### src/hdl/upc_pkg.sv
// Shared types, constants and character helpers for the URL percent codec.
package upc_pkg;

    localparam int UPC_FIFO_DEPTH = 4;

    localparam logic [7:0] CHAR_PERCENT = 8'h25;
    localparam logic [7:0] CHAR_PLUS    = 8'h2B;
    localparam logic [7:0] CHAR_SPACE   = 8'h20;
    localparam logic [7:0] CHAR_TILDE   = 8'h7E;
    localparam logic [7:0] CHAR_DASH    = 8'h2D;
    localparam logic [7:0] CHAR_UNDER   = 8'h5F;
    localparam logic [7:0] CHAR_DOT     = 8'h2E;
    localparam logic [7:0] HEX_DIGIT_OFS  = 8'd48;
    localparam logic [7:0] HEX_LETTER_OFS = 8'd55;
    localparam logic [3:0] NIB_MASK       = 4'h0F;

    localparam logic MODE_ENCODE = 1'b0;
    localparam logic MODE_DECODE = 1'b1;

    // One queued command: either a single result or a three-byte escape.
    typedef struct packed {
        logic [7:0] data;
        logic       expand;
        logic       valid;
        logic       last;
        logic       error;
    } upc_cmd_t;

    function automatic logic [7:0] nib_to_ascii(input logic [3:0] n);
        logic [7:0] w;
        begin
            w = {4'b0000, n & NIB_MASK};
            nib_to_ascii = (n > 4'd9) ? w + HEX_LETTER_OFS : w + HEX_DIGIT_OFS;
        end
    endfunction

    // Bit 4 set means the character is a valid hex digit.
    function automatic logic [4:0] ascii_to_nib(input logic [7:0] c);
        logic [4:0] r;
        begin
            r = 5'b00000;
            if (c >= 8'h30 && c <= 8'h39)
                r = {1'b1, c[3:0]};
            else if ((c >= 8'h41 && c <= 8'h46) || (c >= 8'h61 && c <= 8'h66))
                r = {1'b1, c[3:0] + 4'd9};
            ascii_to_nib = r;
        end
    endfunction

    function automatic logic passes_plain(input logic [7:0] c);
        begin
            passes_plain = (c >= 8'h30 && c <= 8'h39) || (c >= 8'h41 && c <= 8'h5A) ||
                           (c >= 8'h61 && c <= 8'h7A) || c == CHAR_DASH ||
                           c == CHAR_UNDER || c == CHAR_DOT || c == CHAR_TILDE;
        end
    endfunction

endpackage

### src/hdl/upc_front.sv
// Front end: accepts input bytes, tracks the decode escape state and queues commands.
module upc_front (
    input  logic              clk,
    input  logic              rst_n,
    input  logic              mode_we,
    input  logic              mode_wdata,
    input  logic              accept,
    input  logic [7:0]        data_byte,
    input  logic              last,
    output logic              cmd_push,
    output upc_pkg::upc_cmd_t cmd
);
    import upc_pkg::*;

    localparam logic [1:0] PH_PLAIN = 2'd0;
    localparam logic [1:0] PH_HIGH  = 2'd1;
    localparam logic [1:0] PH_LOW   = 2'd2;

    logic       mode_reg;
    logic [1:0] phase_reg, phase_next;
    logic [3:0] hi_reg, hi_next;
    logic       produce;
    logic [4:0] nib;

    always_comb
    begin
        nib        = ascii_to_nib(data_byte);
        phase_next = phase_reg;
        hi_next    = hi_reg;
        produce    = 1'b1;
        cmd.data   = data_byte;
        cmd.expand = 1'b0;
        cmd.valid  = 1'b1;
        cmd.last   = last;
        cmd.error  = 1'b0;
        if (mode_reg == MODE_ENCODE)
        begin
            phase_next = PH_PLAIN;
            if (passes_plain(data_byte))
                cmd.data = data_byte;
            else if (data_byte == CHAR_SPACE)
                cmd.data = CHAR_PLUS;
            else
                cmd.expand = 1'b1;
        end
        else
        begin
            case (phase_reg)
                PH_HIGH, PH_LOW:
                begin
                    phase_next = PH_PLAIN;
                    if (!nib[4])
                    begin
                        cmd.data  = 8'h00;
                        cmd.valid = 1'b0;
                        cmd.error = 1'b1;
                    end
                    else if (phase_reg == PH_HIGH)
                    begin
                        hi_next = nib[3:0];
                        if (last)
                        begin
                            cmd.data  = 8'h00;
                            cmd.valid = 1'b0;
                            cmd.error = 1'b1;
                        end
                        else
                        begin
                            phase_next = PH_LOW;
                            produce    = 1'b0;
                        end
                    end
                    else
                        cmd.data = {hi_reg, nib[3:0]};
                end
                default:
                begin
                    phase_next = PH_PLAIN;
                    if (data_byte == CHAR_PERCENT)
                    begin
                        if (last)
                        begin
                            cmd.data  = 8'h00;
                            cmd.valid = 1'b0;
                            cmd.error = 1'b1;
                        end
                        else
                        begin
                            phase_next = PH_HIGH;
                            produce    = 1'b0;
                        end
                    end
                    else if (data_byte == CHAR_PLUS)
                        cmd.data = CHAR_SPACE;
                end
            endcase
        end
    end

    assign cmd_push = accept & produce;

    always_ff @(posedge clk or negedge rst_n)
    begin
        if (!rst_n)
        begin
            mode_reg  <= MODE_ENCODE;
            phase_reg <= PH_PLAIN;
            hi_reg    <= 4'h0;
        end
        else
        begin
            if (mode_we)
                mode_reg <= mode_wdata;
            if (accept)
            begin
                phase_reg <= phase_next;
                hi_reg    <= hi_next;
            end
        end
    end

endmodule

### src/hdl/upc_fifo.sv
// Short command queue between the front end and the output sequencer.
module upc_fifo #(
    parameter int Depth = upc_pkg::UPC_FIFO_DEPTH
) (
    input  logic              clk,
    input  logic              rst_n,
    input  logic              wr_en,
    input  upc_pkg::upc_cmd_t wr_data,
    input  logic              rd_en,
    output upc_pkg::upc_cmd_t rd_data,
    output logic              full,
    output logic              empty
);
    import upc_pkg::*;

    localparam int PtrW = (Depth > 1) ? $clog2(Depth) : 1;
    localparam int CntW = $clog2(Depth + 1);
    localparam logic [PtrW-1:0] LastPtr = PtrW'(Depth - 1);
    localparam logic [CntW-1:0] FullCnt = CntW'(Depth);

    upc_cmd_t        mem_reg [Depth];
    logic [PtrW-1:0] wptr_reg, rptr_reg;
    logic [CntW-1:0] cnt_reg;

    assign full    = (cnt_reg == FullCnt);
    assign empty   = (cnt_reg == '0);
    assign rd_data = mem_reg[rptr_reg];

    always_ff @(posedge clk)
    begin
        if (wr_en)
            mem_reg[wptr_reg] <= wr_data;
    end

    always_ff @(posedge clk or negedge rst_n)
    begin
        if (!rst_n)
        begin
            wptr_reg <= '0;
            rptr_reg <= '0;
            cnt_reg  <= '0;
        end
        else
        begin
            if (wr_en)
                wptr_reg <= (wptr_reg == LastPtr) ? '0 : wptr_reg + PtrW'(1);
            if (rd_en)
                rptr_reg <= (rptr_reg == LastPtr) ? '0 : rptr_reg + PtrW'(1);
            if (wr_en && !rd_en)
                cnt_reg <= cnt_reg + CntW'(1);
            else if (rd_en && !wr_en)
                cnt_reg <= cnt_reg - CntW'(1);
        end
    end

endmodule

### src/hdl/upc_back.sv
// Back end: holds the current command and emits its one or three result items.
module upc_back (
    input  logic              clk,
    input  logic              rst_n,
    input  upc_pkg::upc_cmd_t head,
    input  logic              head_empty,
    output logic              head_pop,
    input  logic              pop,
    output logic              empty,
    output logic [7:0]        out_byte,
    output logic              out_valid,
    output logic              out_last,
    output logic              error
);
    import upc_pkg::*;

    localparam logic [1:0] STEP_PCT = 2'd0;
    localparam logic [1:0] STEP_HI  = 2'd1;
    localparam logic [1:0] STEP_LO  = 2'd2;

    upc_cmd_t   cmd_reg;
    logic [1:0] step_reg;
    logic       busy_reg;
    logic       final_step;

    assign final_step = !cmd_reg.expand || step_reg == STEP_LO;
    assign empty      = !busy_reg;
    // Reload straight away when the final item of the current command leaves.
    assign head_pop   = !head_empty && (!busy_reg || (pop && final_step));

    always_comb
    begin
        out_valid = cmd_reg.valid;
        error     = cmd_reg.error;
        out_byte  = cmd_reg.data;
        out_last  = cmd_reg.last;
        if (cmd_reg.expand)
        begin
            out_last = cmd_reg.last && step_reg == STEP_LO;
            case (step_reg)
                STEP_PCT: out_byte = CHAR_PERCENT;
                STEP_HI:  out_byte = nib_to_ascii(cmd_reg.data[7:4]);
                default:  out_byte = nib_to_ascii(cmd_reg.data[3:0]);
            endcase
        end
    end

    always_ff @(posedge clk)
    begin
        if (head_pop)
            cmd_reg <= head;
    end

    always_ff @(posedge clk or negedge rst_n)
    begin
        if (!rst_n)
        begin
            busy_reg <= 1'b0;
            step_reg <= STEP_PCT;
        end
        else if (head_pop)
        begin
            busy_reg <= 1'b1;
            step_reg <= STEP_PCT;
        end
        else if (busy_reg && pop)
        begin
            if (final_step)
                busy_reg <= 1'b0;
            else
                step_reg <= step_reg + 2'd1;
        end
    end

endmodule

### src/hdl/url_percent_codec_core.sv
// Top level of the streaming URL form codec: front end, command queue and output sequencer.
//
// Streaming application/x-www-form-urlencoded codec, one byte per pushed item. The front end
// takes one byte per clock while the command queue (FifoDepth entries) has room, and the
// output sequencer delivers one result per clock while pop is held and results are queued.
// A byte that encodes to an escape yields three results; every other byte yields one, and a
// decoded escape prefix or first digit yields none. Write the mode register only while the
// block is idle; a pending escape is dropped when encoding.
module url_percent_codec_core #(
    parameter int FifoDepth = upc_pkg::UPC_FIFO_DEPTH
) (
    input  logic       clk,
    input  logic       rst_n,
    input  logic       mode_we,
    input  logic       mode_wdata,
    input  logic       push,
    output logic       full,
    input  logic [7:0] data_byte,
    input  logic       last,
    output logic       empty,
    input  logic       pop,
    output logic [7:0] out_byte,
    output logic       out_valid,
    output logic       out_last,
    output logic       error
);
    import upc_pkg::*;

    upc_cmd_t cmd, head;
    logic     cmd_push, head_pop, head_empty, accept;

    assign accept = push && !full;

    upc_front u_front (
        .clk        (clk),
        .rst_n      (rst_n),
        .mode_we    (mode_we),
        .mode_wdata (mode_wdata),
        .accept     (accept),
        .data_byte  (data_byte),
        .last       (last),
        .cmd_push   (cmd_push),
        .cmd        (cmd)
    );

    upc_fifo #(
        .Depth (FifoDepth)
    ) u_fifo (
        .clk     (clk),
        .rst_n   (rst_n),
        .wr_en   (cmd_push),
        .wr_data (cmd),
        .rd_en   (head_pop),
        .rd_data (head),
        .full    (full),
        .empty   (head_empty)
    );

    upc_back u_back (
        .clk        (clk),
        .rst_n      (rst_n),
        .head       (head),
        .head_empty (head_empty),
        .head_pop   (head_pop),
        .pop        (pop),
        .empty      (empty),
        .out_byte   (out_byte),
        .out_valid  (out_valid),
        .out_last   (out_last),
        .error      (error)
    );

endmodule
### config.mk
export PLATFORM = sky130hd
export DESIGN_NAME = url_percent_codec_core
export DESIGN_NICKNAME = d
export VERILOG_FILES = /design/src/hdl/upc_pkg.sv /design/src/hdl/upc_front.sv /design/src/hdl/upc_fifo.sv /design/src/hdl/upc_back.sv /design/src/hdl/url_percent_codec_core.sv
export SDC_FILE = /design/constraint.sdc
export NUM_CORES = 1
export LEC_CHECK = 0
export BUFFER_PORTS_ARGS = -buffer_cell sky130_fd_sc_hd__buf_2
export CAP_MARGIN = 10
export CORE_AREA = 2 2 104 106
export CTS_BUF_LIST = sky130_fd_sc_hd__clkbuf_4 sky130_fd_sc_hd__clkbuf_8
export CTS_CLUSTER_SIZE = 24
export DETAILED_ROUTE_END_ITERATION = 7
export DIE_AREA = 0 0 106 108
export GPL_TIMING_DRIVEN = 0
export MAX_ROUTING_LAYER = met4
export PLACE_DENSITY_LB_ADDON = 0.05
export SLEW_MARGIN = 10
export SYNTH_ARGS = -nofsm -noshare
export SYNTH_HDL_FRONTEND = slang
export SYNTH_SLANG_ARGS = --single-unit
export TNS_END_PERCENT = 100
### constraint.sdc
create_clock -name clk -period 8.5 [get_ports clk]
set_input_delay 2.55 -clock clk [delete_from_list [all_inputs] [get_ports clk]]
set_output_delay 2.55 -clock clk [all_outputs]
set_load 0.1 [all_outputs]
### Yosys cells after proc, flatten, opt, wreduce, memory -nomap -nowiden

Memory sizes are Yosys's and may differ from the RTL's. A register that Yosys moved wholly into a read port is not among the register bits.
Cells that the tools add are included.

* register bits after elaboration: 17
* bits in writable memories: 48
* word-level logic and storage cells: 136
* memories: 1

* add/sub/neg operators: 10
* magnitude comparators: 10
* eq/ne operators: 15
* muxes and demuxes: 55
* bitwise operators: 1
* reductions and logical operators: 36

Memory list
* u_fifo.mem_reg: depth 4, width 12, read ports 1, clocked after memory_dff 1, wr ports 1, RTL line upc_fifo.sv:21 `upc_cmd_t mem_reg [Depth];`

Operators by type and width (number)
* 2-to-1 mux 8 bit: 12
* == test 8 x 6 -> 1 bit (second input constant): 5
* less-or-equal comparator 8 x 7 -> 1 bit (second input constant): 4
* adder 4 x 6 -> 7 bit (second input constant): 4
* 2-to-1 mux 1 bit: 27
* 2-to-1 mux 2 bit: 11
* == test 8 x 7 -> 1 bit (second input constant): 2
* greater-or-equal comparator 8 x 7 -> 1 bit (second input constant): 2
* one-hot mux 8 bit (2 select lines): 1
* logical AND 1 bit: 12
* 2-to-1 mux 5 bit: 2
* logical OR 1 bit: 9
* == test 2 bit (second input constant): 4
* greater-or-equal comparator 8 x 6 -> 1 bit (second input constant): 1
* greater-than comparator 4 bit (second input constant): 2
* less-or-equal comparator 8 x 6 -> 1 bit (second input constant): 1
* adder 2 x 1 -> 2 bit (second input constant): 3
* logical NOT 1 bit: 6
* 2-to-1 mux 3 bit: 2
* nonzero test 2 bit: 3
* AND reduction 5 bit: 1
* adder 4 bit (second input constant): 1
* == test 2 x 1 -> 1 bit (second input constant): 2
* AND reduction 2 bit: 2
* 8 further kinds: 8

### Depth between registers and ports, before layout

Gate-level depths: netlist of the first run.

* word-level depth: 13
* gate-level depth with buffers: 13

### Hierarchy

Synthesis of the first run repeated with hierarchy kept, for this count alone.

* cells, all modules: 308
* area total of the unflattened synthesis: 4071.4 sq um

By module, submodules not included
* upc_fifo: instances 1, cells each 100, area an instance 2175.8 sq um, sequential area each 1616.6 sq um
* upc_front: instances 1, cells each 124, area an instance 964.7 sq um, sequential area each 175.2 sq um
* upc_back: instances 1, cells each 83, area an instance 917.1 sq um, sequential area each 435.4 sq um
* url_percent_codec_core: instances 1, cells each 1, area an instance 13.8 sq um, sequential area each 0.0 sq um

### Worst setup path after synthesis of the first run

Ideal clock, no wire load.

* kind: register to output
* from: register, netlist name u_back.cmd_reg[8]
* to: output port out_byte[0]
* arrival: 3.459 ns
* data required time: 5.950 ns
* setup slack: 2.491 ns
* cell stages (with the launch flop): 8
* path buffers: 0
* cells stage by stage: edfxtp_1 -> inv_1 -> ha_1 -> nor2_1 -> o21a_1 -> xnor2_1 -> mux2i_1 -> a221oi_1

* cells in the longest elaborated chain, start to end: 4
* elaborated cells on any way between the ends: 6
* those cells by class: add/sub: 2; order compare: 1; mux: 3

RTL lines
* adder 4 x 6 -> 7 bit or greater-than comparator 4 bit (tied branches): RTL line upc_pkg.sv:33 `nib_to_ascii = (n > 4'd9) ? w + HEX_LETTER_OFS : w + HEX_DIGIT_OFS;`
* 2-to-1 mux 8 bit (*): RTL line upc_pkg.sv:33
* one-hot mux 8 bit (2 select lines) (*): RTL line upc_back.sv:40 `case (step_reg)`
* 2-to-1 mux 8 bit (*): RTL line upc_back.sv:37 `if (cmd_reg.expand)`
* end, declared: RTL line url_percent_codec_core.sv:22 `output logic [7:0] out_byte,`

Every way passes the cells marked *; elsewhere a longest branch is shown, timed or not.

### Worst setup path after layout of the first run

* from: input port data_byte[0]
* to: register u_fifo.cnt_reg[2]

* cells in the longest elaborated chain, start to end: 12
* elaborated cells on any way between the ends: 23
* those cells by class: order compare: 6; eq/ne: 1; mux: 7; bitwise: 1; reduce/logical: 8

RTL lines
* start, declared: RTL line url_percent_codec_core.sv:18 `input logic [7:0] data_byte,`
* greater-or-equal comparator 8 x 7 -> 1 bit or less-or-equal comparator 8 x 7 -> 1 bit (tied branches): RTL line upc_pkg.sv:44 `else if ((c >= 8'h41 && c <= 8'h46) || (c >= 8'h61 && c <= 8'h66))`
* logical AND 1 bit: RTL line upc_pkg.sv:44
* logical OR 1 bit: RTL line upc_pkg.sv:44
* 2-to-1 mux 5 bit: RTL line upc_pkg.sv:44
* 2-to-1 mux 5 bit: RTL line upc_pkg.sv:42 `if (c >= 8'h30 && c <= 8'h39)`
* 2-to-1 mux 1 bit: RTL line upc_front.sv:52 `if (!nib[4])`
* 2-to-1 mux 1 bit (*): RTL line upc_front.sv:48 `case (phase_reg)`
* 2-to-1 mux 1 bit (*): RTL line upc_front.sv:36 `if (mode_reg == MODE_ENCODE)`
* bitwise AND 1 bit (*): RTL line upc_front.sv:100 `assign cmd_push = accept & produce;`
* named net cmd_push: RTL line url_percent_codec_core.sv:30 `logic cmd_push, head_pop, head_empty, accept;`
* logical NOT 1 bit: RTL line upc_fifo.sv:51 `else if (rd_en && !wr_en)`
* logical AND 1 bit: RTL line upc_fifo.sv:51
* nonzero test 2 bit (no source line)
* end signal, assigned: RTL line upc_fifo.sv:50 `cnt_reg <= cnt_reg + CntW'(1);`
* end signal, assigned: RTL line upc_fifo.sv:52 `cnt_reg <= cnt_reg - CntW'(1);`
* end, declared: RTL line upc_fifo.sv:23 `logic [CntW-1:0] cnt_reg;`

The timed path passes the listed nets; every way through them passes the cells marked *.
A chain may end at the register's enable or synchronous reset.

==> impl_metrics.tcl, run 1 <==
set metrics [dict create \
    power_density_mw_per_mm2 351 \
    htreeDepth 3 \
    final.setup.worst_slack_ns 3.38 \
    slowest_delay_ns 0.41 \
    grt_overflow 0 \
    dieWidth_um 106 \
    timing.critical_path.buf_inv 4 \
    clockRootBuffer "clkbuf_8" \
    yosys_warnings 0 \
    yosysSeqAreaShare_pct 55.6 \
    maxCapViolations 0 \
    min_path_type "register to register" \
    synth_seq_cells 77 \
    start_kind "input pin" \
    cts_resized 0 \
    io_pins 28 \
    syn_area_per_cell_um2 13.4 \
    ir_worst_vdd_mv 0.314 \
    antenna_found_initial 0 \
    rsz0062_at_grt "no" \
    grt.total_usage_pct 15.9 \
    post-cts-setup-buffers 0 \
    cts_sinks 77 \
    diodes 0 \
    clockBufferDepth 2 \
    numPortBuffers 26 \
    fin_nets 370 \
    crit_fanout 9 \
    synth_edf_count 60 \
    fp.dieArea_mm2 0.0114 \
    worst_ep_arrival_time_ns 5.38 \
    critPathSlowestCell "a311oi_4" \
    core_area_mm2 0.0102 \
    vias_per_cell 5.19 \
    chipHeight_um 108 \
    vias 2476 \
    p_leak_uw 0.00173 \
    syn_nets 333 \
    status "complete, no violations" \
    final.min_clock_period_ns 5.12 \
    layout_common_cells "edfxtp_1, buf_2, inv_1" \
    largest_reg_flops 48 \
    skew_ns 0.00963 \
    critPathKind "input pin to register" \
    path_cells "buf_2, inv_1, ha_1, nor3b_2, or3_1, buf_6, a21bo_4, a311oi_4, ha_1, inv_1, fa_1, xor2_1, nor2_1, xor2_1" \
    final_common_cell "edfxtp_1" \
    drt_wl_total_um 7970 \
    layout-drive-gt1-share_pct 22.3 \
    cts_tree "done" \
    end_kind "register" \
    cts_buffers 9 \
    dp_slack_ns 3.01 \
    ant_nets 0 \
    clkTransAtPathRegs_ns 0.08 \
    hpwl_um 5800 \
    tightestPinTransition_ns 0.833 \
    initial_core_util_pct 39.1 \
    area_delta_synth_final_pct 12.9 \
    dr.pass1.iters 4 \
    cpLargestDelayFamily "adder cells" \
    grt_start_max_net_pins 18 \
    required_ns 8.77 \
    slew_violations 0 \
    finalSetupTns_ns 0 \
    grt_pass1_wl_um 13300 \
    ys_types 59 \
    drt_iter0_drc 132 \
    grt_pass1_vias 2536 \
    syn_inst 299 \
    hold_violations 0 \
    fmax_ghz 0.195 \
    cts_hold_buf 0 \
    drc 0 \
    gp_congestion 0.812 \
    syn_area_mm2 0.00401 \
    synthArstFlopShare_pct 22.1 \
    wl_per_cell_um 16.7 \
    max-slew-margin-rel_pct 44.4 \
    fp-row-count 37 \
    final.period_utilization_pct 60.2 \
    setup_viol 0 \
    clk_latency_ns 0.34 \
    synthFlopType "edfxtp_1" \
]
[where the power goes]
group          switching, uW  total, uW  leakage (uW)  internal, uW
logic                    510        717      0.000859           207
registers               51.4        574      0.000762           523
clock network            133        297      0.000105           164
[stage by stage]
step | total power (uW) | std cells | util, % | area (um^2) | hold slack [ns]
after floorplan | 1160 | 299 | - | 4010 | 0.449
after global placement | 1300 | 461 | 42.1 | 4310 | 0.466
after detailed placement | 1310 | 461 | 42.1 | 4310 | 0.475
after CTS | 1610 | 477 | 44.2 | 4520 | 0.494
after global routing | 1690 | 477 | 44.2 | 4520 | 0.521
final | 1590 | 477 | 44.2 | 4520 | 0.486
[worst reg2reg max path: stages, from the launching register on]
cell and delay [ns]:
dfrtp_1 0.43, inv_1 0.09, ha_1 0.13, nand2b_1 0.19
nand2_1 0.11, a21oi_2 0.65, inv_1 0.13, ha_1 0.24
inv_1 0.07, fa_1 0.41, mux2_2 0.26
[synthesized netlist by cell type, types with 5 or more instances]
master	count	area, um^2
a21oi_1	11	55.1
a22o_1	6	52.6
and2_1	6	37.5
clkbuf_1	5	18.8
dfrtp_1	17	425
edfxtp_1	60	1800
ha_1	18	225
inv_1	22	82.6
mux2_2	10	113
mux4_2	12	270
nand2_1	19	71.3
nand2b_1	6	37.5
nor2_1	17	63.8
o21a_1	5	37.5
o21ai_0	10	50.1
xnor2_1	6	52.6
[routing by layer]
| layer | share of wire, % | GRT usage (%) |
|---|---|---|
| met5 | 0 | - |
| met4 | 0.89 | 5.36 |
| met3 | 3.0 | 3.68 |
| met2 | 50 | 25.9 |
| met1 | 46 | 19.7 |
[final cells by class]
type | count | area [um^2]
fill | 946 | 5710
multi-input combinational | 190 | 1640
buffer | 10 | 55.1
tap | 136 | 170
inverter | 22 | 82.6
sequential | 77 | 2230
timing repair buffer | 26 | 130
clock buffer | 9 | 124
clock inverter | 7 | 90.1
[cells by family after synthesis]
family	count (synthesis)	share of synthesized area, %
multiplexers	25	10.3
AND/OR/NAND/NOR	77	11.1
flip-flops	77	55.6
AO/OA/AOI/OAI	61	11.7
XOR/XNOR	8	1.75
adder cells (fa/ha/maj)	19	6.12
buffers and inverters	32	3.44
[path summary, 6_finish.rpt]
path,startpoint,endpoint,slack (ns),cells after the start
max reg2reg,u_back.step_reg[0]$_DFFE_PN0P_,u_fifo.cnt_reg[1]$_DFFE_PN0P_,5.69,10
min,u_front.phase_reg[1]$_DFFE_PN0P_,u_front.phase_reg[1]$_DFFE_PN0P_,0.49,2
min reg2reg,u_front.phase_reg[1]$_DFFE_PN0P_,u_front.phase_reg[1]$_DFFE_PN0P_,0.49,2
min in group asynchronous,rst_n,u_fifo.wptr_reg[1]$_DFFE_PN0P_,2.14,1
max in group asynchronous,rst_n,u_front.hi_reg[0]$_DFFE_PN0P_,6.04,1
max,data_byte[0],u_fifo.cnt_reg[2]$_DFFE_PN0P_,3.38,14
No activity file was read; power rests on OpenSTA's default activity.
==> run 2, diff against run 1 <==
Settings changed: ABC_AREA set to 1, CORE_AREA 2 2 104 106 to 2 2 103 105, DIE_AREA 0 0 106 108 to 0 0 105 107.
Clock period 8.5 ns to 4.46 ns, I/O delays scaled along.
==> impl_metrics.tcl, run 2 <==
set metrics [dict create \
    status "complete, no violations" \
    yosys.area_share.simple_pct 17.6 \
    synth_seq_cells 77 \
    synth_edf_count 60 \
    synth_area_leaders "edfxtp_1, dfrtp_1, o21ai_0" \
    ant_nets 0 \
    synthTopCellsByCount "nand2_1, edfxtp_1, nor2_1, inv_1, o21ai_0" \
    yosys.area.top_type_share_pct 45.7 \
    grt_start_max_net_pins 18 \
    fmax_ghz 0.262 \
    syn_area_mm2 0.00394 \
    grt_overflow 0 \
    area_delta_synth_final_pct 12.3 \
    ir_worst_vdd_mv 0.582 \
    critical_path.most_common_cell "o21ai_0" \
    layout_common_cells "nand2_1, edfxtp_1, nor2_1" \
    gp_congestion 0.909 \
    rr_worst_depth 11 \
    hold_violations 0 \
    final.min_clock_period_ns 3.82 \
    hpwl_um 6260 \
    grt_pass1_wl_um 14400 \
    synth.mux.area_fraction_pct 0.286 \
    largest_reg_flops 48 \
    cts_hold_buf 0 \
    antenna_found_initial 0 \
    cts_sinks 77 \
    critPathKind "register to output port" \
    power_density_mw_per_mm2 711 \
    clkTransAtPathRegs_ns 0.09 \
    finalSetupTns_ns 0 \
    synth-xor-area-share_pct 0.667 \
    fp.dieArea_mm2 0.0112 \
    max-slew-margin-rel_pct 21.1 \
    yosysSeqAreaShare_pct 56.5 \
    final.period_utilization_pct 85.5 \
    syn_nets 441 \
    crit_fanout 4 \
    vias_per_cell 4.92 \
    final_util_pct 43.8 \
    p_leak_uw 0.00184 \
    clockRootBuffer "clkbuf_8" \
    chipHeight_um 107 \
    syn_area_per_cell_um2 9.68 \
    fin_nets 477 \
    diodes 0 \
    drc 0 \
    finalPower_uw 3150 \
    initial_core_util_pct 39.0 \
    synth_top_family_by_area "simple AND/OR/NAND/NOR gates" \
    start_kind "register" \
    required_ns 3.12 \
    dr.pass1.iters 4 \
    wl_per_cell_um 14.9 \
    reg2reg_slack_ns 1.62 \
    slew_violations 0 \
    cts_buffers 9 \
    grt.total_usage_pct 17.2 \
    clockBufferDepth 2 \
    drt_wl_total_um 8720 \
    min_path_type "register to register" \
    path_cells "inv_1, ha_1, or2_2, a21oi_1, nand2_1, o22ai_1, o21ai_0, o21ai_0, buf_2" \
    core_area_mm2 0.0101 \
    endpoint "out_byte[1]" \
    worstSetupStartpoint "u_back.cmd_reg[8]$_DFFE_PP_" \
    htreeDepth 3 \
    drt_iter0_drc 138 \
    synth_compound_area_share_pct 12.8 \
    synthArstFlopShare_pct 22.1 \
    end_kind "output port" \
    maxCapViolations 0 \
    clk_latency_ns 0.35 \
    vias 2873 \
    post-cts-setup-buffers 0 \
    synthFlopType "edfxtp_1" \
    layout-drive-gt1-share_pct 12.9 \
    synthAdderAreaFrac_pct 6.22 \
    skew_ns 0.0197 \
    setup_viol 0 \
    fp-row-count 37 \
    syn_inst 407 \
    reg2reg_to "u_fifo.cnt_reg[1]$_DFFE_PN0P_" \
    critPathSlowestCell "edfxtp_1" \
    synth_area_leader_cell "edfxtp_1" \
    io_pins 28 \
    tightestPinTransition_ns 1.18 \
    cts_resized 0 \
    dieWidth_um 105 \
    final_common_cell "nand2_1" \
    worst_ep_arrival_time_ns 2.48 \
    rsz0062_at_grt "no" \
    ys_types 37 \
    r2r-start "u_fifo.cnt_reg[0]$_DFFE_PN0P_" \
    synth_most_common_cell "nand2_1" \
    yosys_warnings 0 \
    grt_pass1_vias 2864 \
    slowest_delay_ns 0.44 \
    numPortBuffers 25 \
    cts_tree "done" \
]
run 2: cells by family (layout without fill, tap and decap cells):
logic type,count (synthesis),in the layout
and+or+nand+nor,155,155
AOI/OAI and AO/OA,91,91
DFF,77,77
buffers and inverters,61,102
adders and majority gates,19,19
xor gates and xnor gates,3,3
muxes,1,1
run 2: critical path, delay by kind of cell (launching register included):
kind	cells	cell delay, ns
AOI/OAI and AO/OA	4	0.56
adders and majority gates	1	0.21
buffers and inverters	2	0.54
DFF	1	0.44
and+or+nand+nor	2	0.38
run 2: report_power, final:
part           internal [uW]  switching [uW]  leakage [uW]  total, uW
registers               1030             101      0.000765       1130
logic                    345            1200      0.000987       1540
clock network            204             268     0.0000856        471
total                   1580            1570       0.00184       3150
run 2: worst min path at each step:
stage                                        from                       endpoint  slack (ns)  cells past startpoint
floorplan           u_front.hi_reg[0]$_DFFE_PN0P_  u_front.hi_reg[0]$_DFFE_PN0P_        0.44                      2
global placement    u_front.hi_reg[0]$_DFFE_PN0P_  u_front.hi_reg[0]$_DFFE_PN0P_        0.46                      2
detailed placement  u_front.hi_reg[0]$_DFFE_PN0P_  u_front.hi_reg[0]$_DFFE_PN0P_        0.47                      2
CTS                 u_front.hi_reg[0]$_DFFE_PN0P_  u_front.hi_reg[0]$_DFFE_PN0P_        0.49                      2
global route        u_front.hi_reg[0]$_DFFE_PN0P_  u_front.hi_reg[0]$_DFFE_PN0P_        0.51                      2
finish              u_fifo.cnt_reg[2]$_DFFE_PN0P_    u_back.busy_reg$_DFFE_PN0P_        0.49                      2
run 2: layout make-up:
| type | instances | area (um^2) |
|---|---|---|
| clock buffers | 9 | 124 |
| clock inverters | 7 | 51.3 |
| fillers | 1052 | 5670 |
| plain buffers | 8 | 32.5 |
| flip-flops and latches | 77 | 2230 |
| inverters | 53 | 199 |
| multi-input cells | 269 | 1490 |
| repair buffers | 25 | 125 |
| well taps | 136 | 170 |
run 2: through the flow:
step	instance area [um^2]	hold slack (ns)	cells	setup slack, ns
floorplan	3950	0.442	407	0.0534
global placement	4240	0.463	568	0.443
detailed placement	4240	0.473	568	0.438
CTS	4420	0.495	584	0.642
global route	4420	0.511	584	0.431
finish	4420	0.490	584	0.645
run 2: layer usage:
| metal | global-route usage (%) | vias to the layer above | share of wire [%] |
|---|---|---|---|
| met5 | - | - | 0 |
| met4 | 6.29 | 0 | 1.8 |
| met3 | 3.16 | 14 | 2.2 |
| met2 | 29.2 | 43 | 50 |
| met1 | 20.5 | 1342 | 46 |
| li1 | - | 1474 | - |
==> run 3, diff against run 2 <==
Settings changed: ABC_AREA 1 to 0, CORE_AREA 2 2 103 105 to 2 2 104 106, DIE_AREA 0 0 105 107 to 0 0 106 108, GPL_TIMING_DRIVEN 0 to unset.
==> impl_metrics.tcl, run 3 (same netlist as run 1, synthesis figures left out) <==
set metrics [dict create \
    grt_pass1_wl_um 13000 \
    end_kind "register" \
    initial_core_util_pct 39.1 \
    numPortBuffers 27 \
    core_area_mm2 0.0102 \
    power_density_mw_per_mm2 659 \
    ant_nets 0 \
    wl_per_cell_um 16.8 \
    final.setup.worst_slack_ns 0.662 \
    p_leak_uw 0.00173 \
    internal_power_uw 1650 \
    cts_buffers 9 \
    setup_viol 0 \
    grt_pass1_vias 2608 \
    layout-drive-gt1-share_pct 23.0 \
    p_sw_uw 1320 \
    combinationalPowerShare_pct 44.3 \
    drt_wl_total_um 7960 \
    cts_sinks 77 \
    ir_worst_vdd_mv 0.486 \
    tightestPinTransition_ns 0.897 \
    clockBufferDepth 2 \
    skew_ns 0.00930 \
    diodes 0 \
    rsz0062_at_grt "no" \
    maxCapViolations 0 \
    max-slew-margin-rel_pct 40.2 \
    dp.cells 459 \
    slowest_delay_ns 0.39 \
    vias 2473 \
    cts_tree "done" \
    timing.critical_path.buf_inv 3 \
    vias_per_cell 5.21 \
    p_clk_share_pct 16.9 \
    grt_overflow 0 \
    nFillCells 934 \
    finalSetupTns_ns 0 \
    grt.total_usage_pct 15.7 \
    dp_slack_ns 0.300 \
    grt_start_max_net_pins 18 \
    dr.pass1.iters 4 \
    path_cells "buf_2, inv_1, ha_1, nor4b_2, nor3_1, a21bo_4, a311oi_4, ha_1, inv_1, fa_1, xor2_1, nor2_1, xor2_1" \
    start_kind "input pin" \
    final_util_pct 44.0 \
    fin_nets 368 \
    drt_iter0_drc 123 \
    seqPwrFrac_pct 38.8 \
    clkTransAtPathRegs_ns 0.08 \
    crit_fanout 8 \
    cpLargestDelayFamily "adder cells" \
    clockRootBuffer "clkbuf_8" \
    hold_violations 0 \
    final_common_cell "edfxtp_1" \
    min_path_type "register to register" \
    worst_ep_arrival_time_ns 4.07 \
    final.period_utilization_pct 85.1 \
    slew_violations 0 \
    dieWidth_um 106 \
    io_pins 28 \
    drc 0 \
    whs_ns 0.490 \
    cts_hold_buf 0 \
    antenna_found_initial 0 \
    htreeDepth 3 \
    clk_latency_ns 0.35 \
    critPathSlowestCell "a311oi_4" \
    largest_reg_flops 48 \
    multi_input_area_mm2 0.00165 \
    status "complete, no violations" \
    fp-row-count 37 \
    regArea_mm2 0.00223 \
    chipHeight_um 108 \
    area_delta_synth_final_pct 12.5 \
    final.min_clock_period_ns 3.80 \
    fp.dieArea_mm2 0.0114 \
    post-cts-setup-buffers 0 \
    critPathKind "input pin to register" \
    gp_congestion 0.846 \
    p_sw_share_pct 44.3 \
    fmax_ghz 0.263 \
    cts_resized 0 \
    hpwl_um 5700 \
    required_ns 4.74 \
    layout_common_cells "edfxtp_1, buf_2, inv_1" \
    instances_no_fill 475 \
]
[run 3: cell count changes in the layout (fill, tap and decap cells not counted), sizes merged, moves of 9 or more]
cell / before / now
nand3: 15 / 4
nor2: 60 / 17
mux2: 1 / 10
o22ai: 17 / 1
nand2: 65 / 19
mux4: 0 / 12
inv: 54 / 22
o21ai: 53 / 10
[run 3: worst reg2reg max path, cell delays in order, from the launching register on]
cell and delay, ns:
dfrtp_1 0.39, ha_1 0.31, nand2b_1 0.23, inv_1 0.14, a311oi_4 0.45, ha_1 0.25
inv_1 0.06, fa_1 0.37, xor2_1 0.17, nor2_1 0.12, xor2_1 0.15
[run 3: worst paths after layout]
path	slack (ns)	endpoint	cells after the start	start
setup / recovery	0.66	u_fifo.cnt_reg[2]$_DFFE_PN0P_	13	data_byte[1]
hold / removal	0.49	u_front.phase_reg[1]$_DFFE_PN0P_	2	u_front.phase_reg[1]$_DFFE_PN0P_
setup reg to reg	1.76	u_fifo.cnt_reg[2]$_DFFE_PN0P_	10	u_front.phase_reg[0]$_DFFE_PN0P_
hold reg to reg	0.49	u_front.phase_reg[1]$_DFFE_PN0P_	2	u_front.phase_reg[1]$_DFFE_PN0P_
max in group asynchronous	3.24	u_back.step_reg[1]$_DFFE_PN0P_	1	rst_n
min in group asynchronous	0.91	u_fifo.wptr_reg[0]$_DFFE_PN0P_	1	rst_n
[run 3: power groups by stage]
stage,logic (uW),registers [uW],clock network [uW]
floorplan,1090,1130,0
global placement,1310,1170,0
detailed placement,1320,1180,0
CTS,1330,1160,525
global route,1420,1190,554
finish,1310,1150,502
[run 3: area by class of cell]
class	instances	share of cell area (%)
well taps	136	3.78
flip-flops and latches	77	49.4
clock inverters	7	1.47
inverters	22	1.83
clock buffers	9	2.75
repair buffers	34	4.17
multi-input cells	190	36.6
[run 3: routing by layer]
metal | routed length [um] | track usage [%]
met1 | 3390 | 17.2
met2 | 4160 | 27.7
met3 | 225 | 3.01
met4 | 180 | 7.24
met5 | 0 | -
[run 3: metrics by stage]
step	total power, uW	instance area, um^2
final	2970	4500
after global routing	3160	4500
after CTS	3010	4500
after detailed placement	2500	4310
after global placement	2480	4310
after floorplan	2220	4010
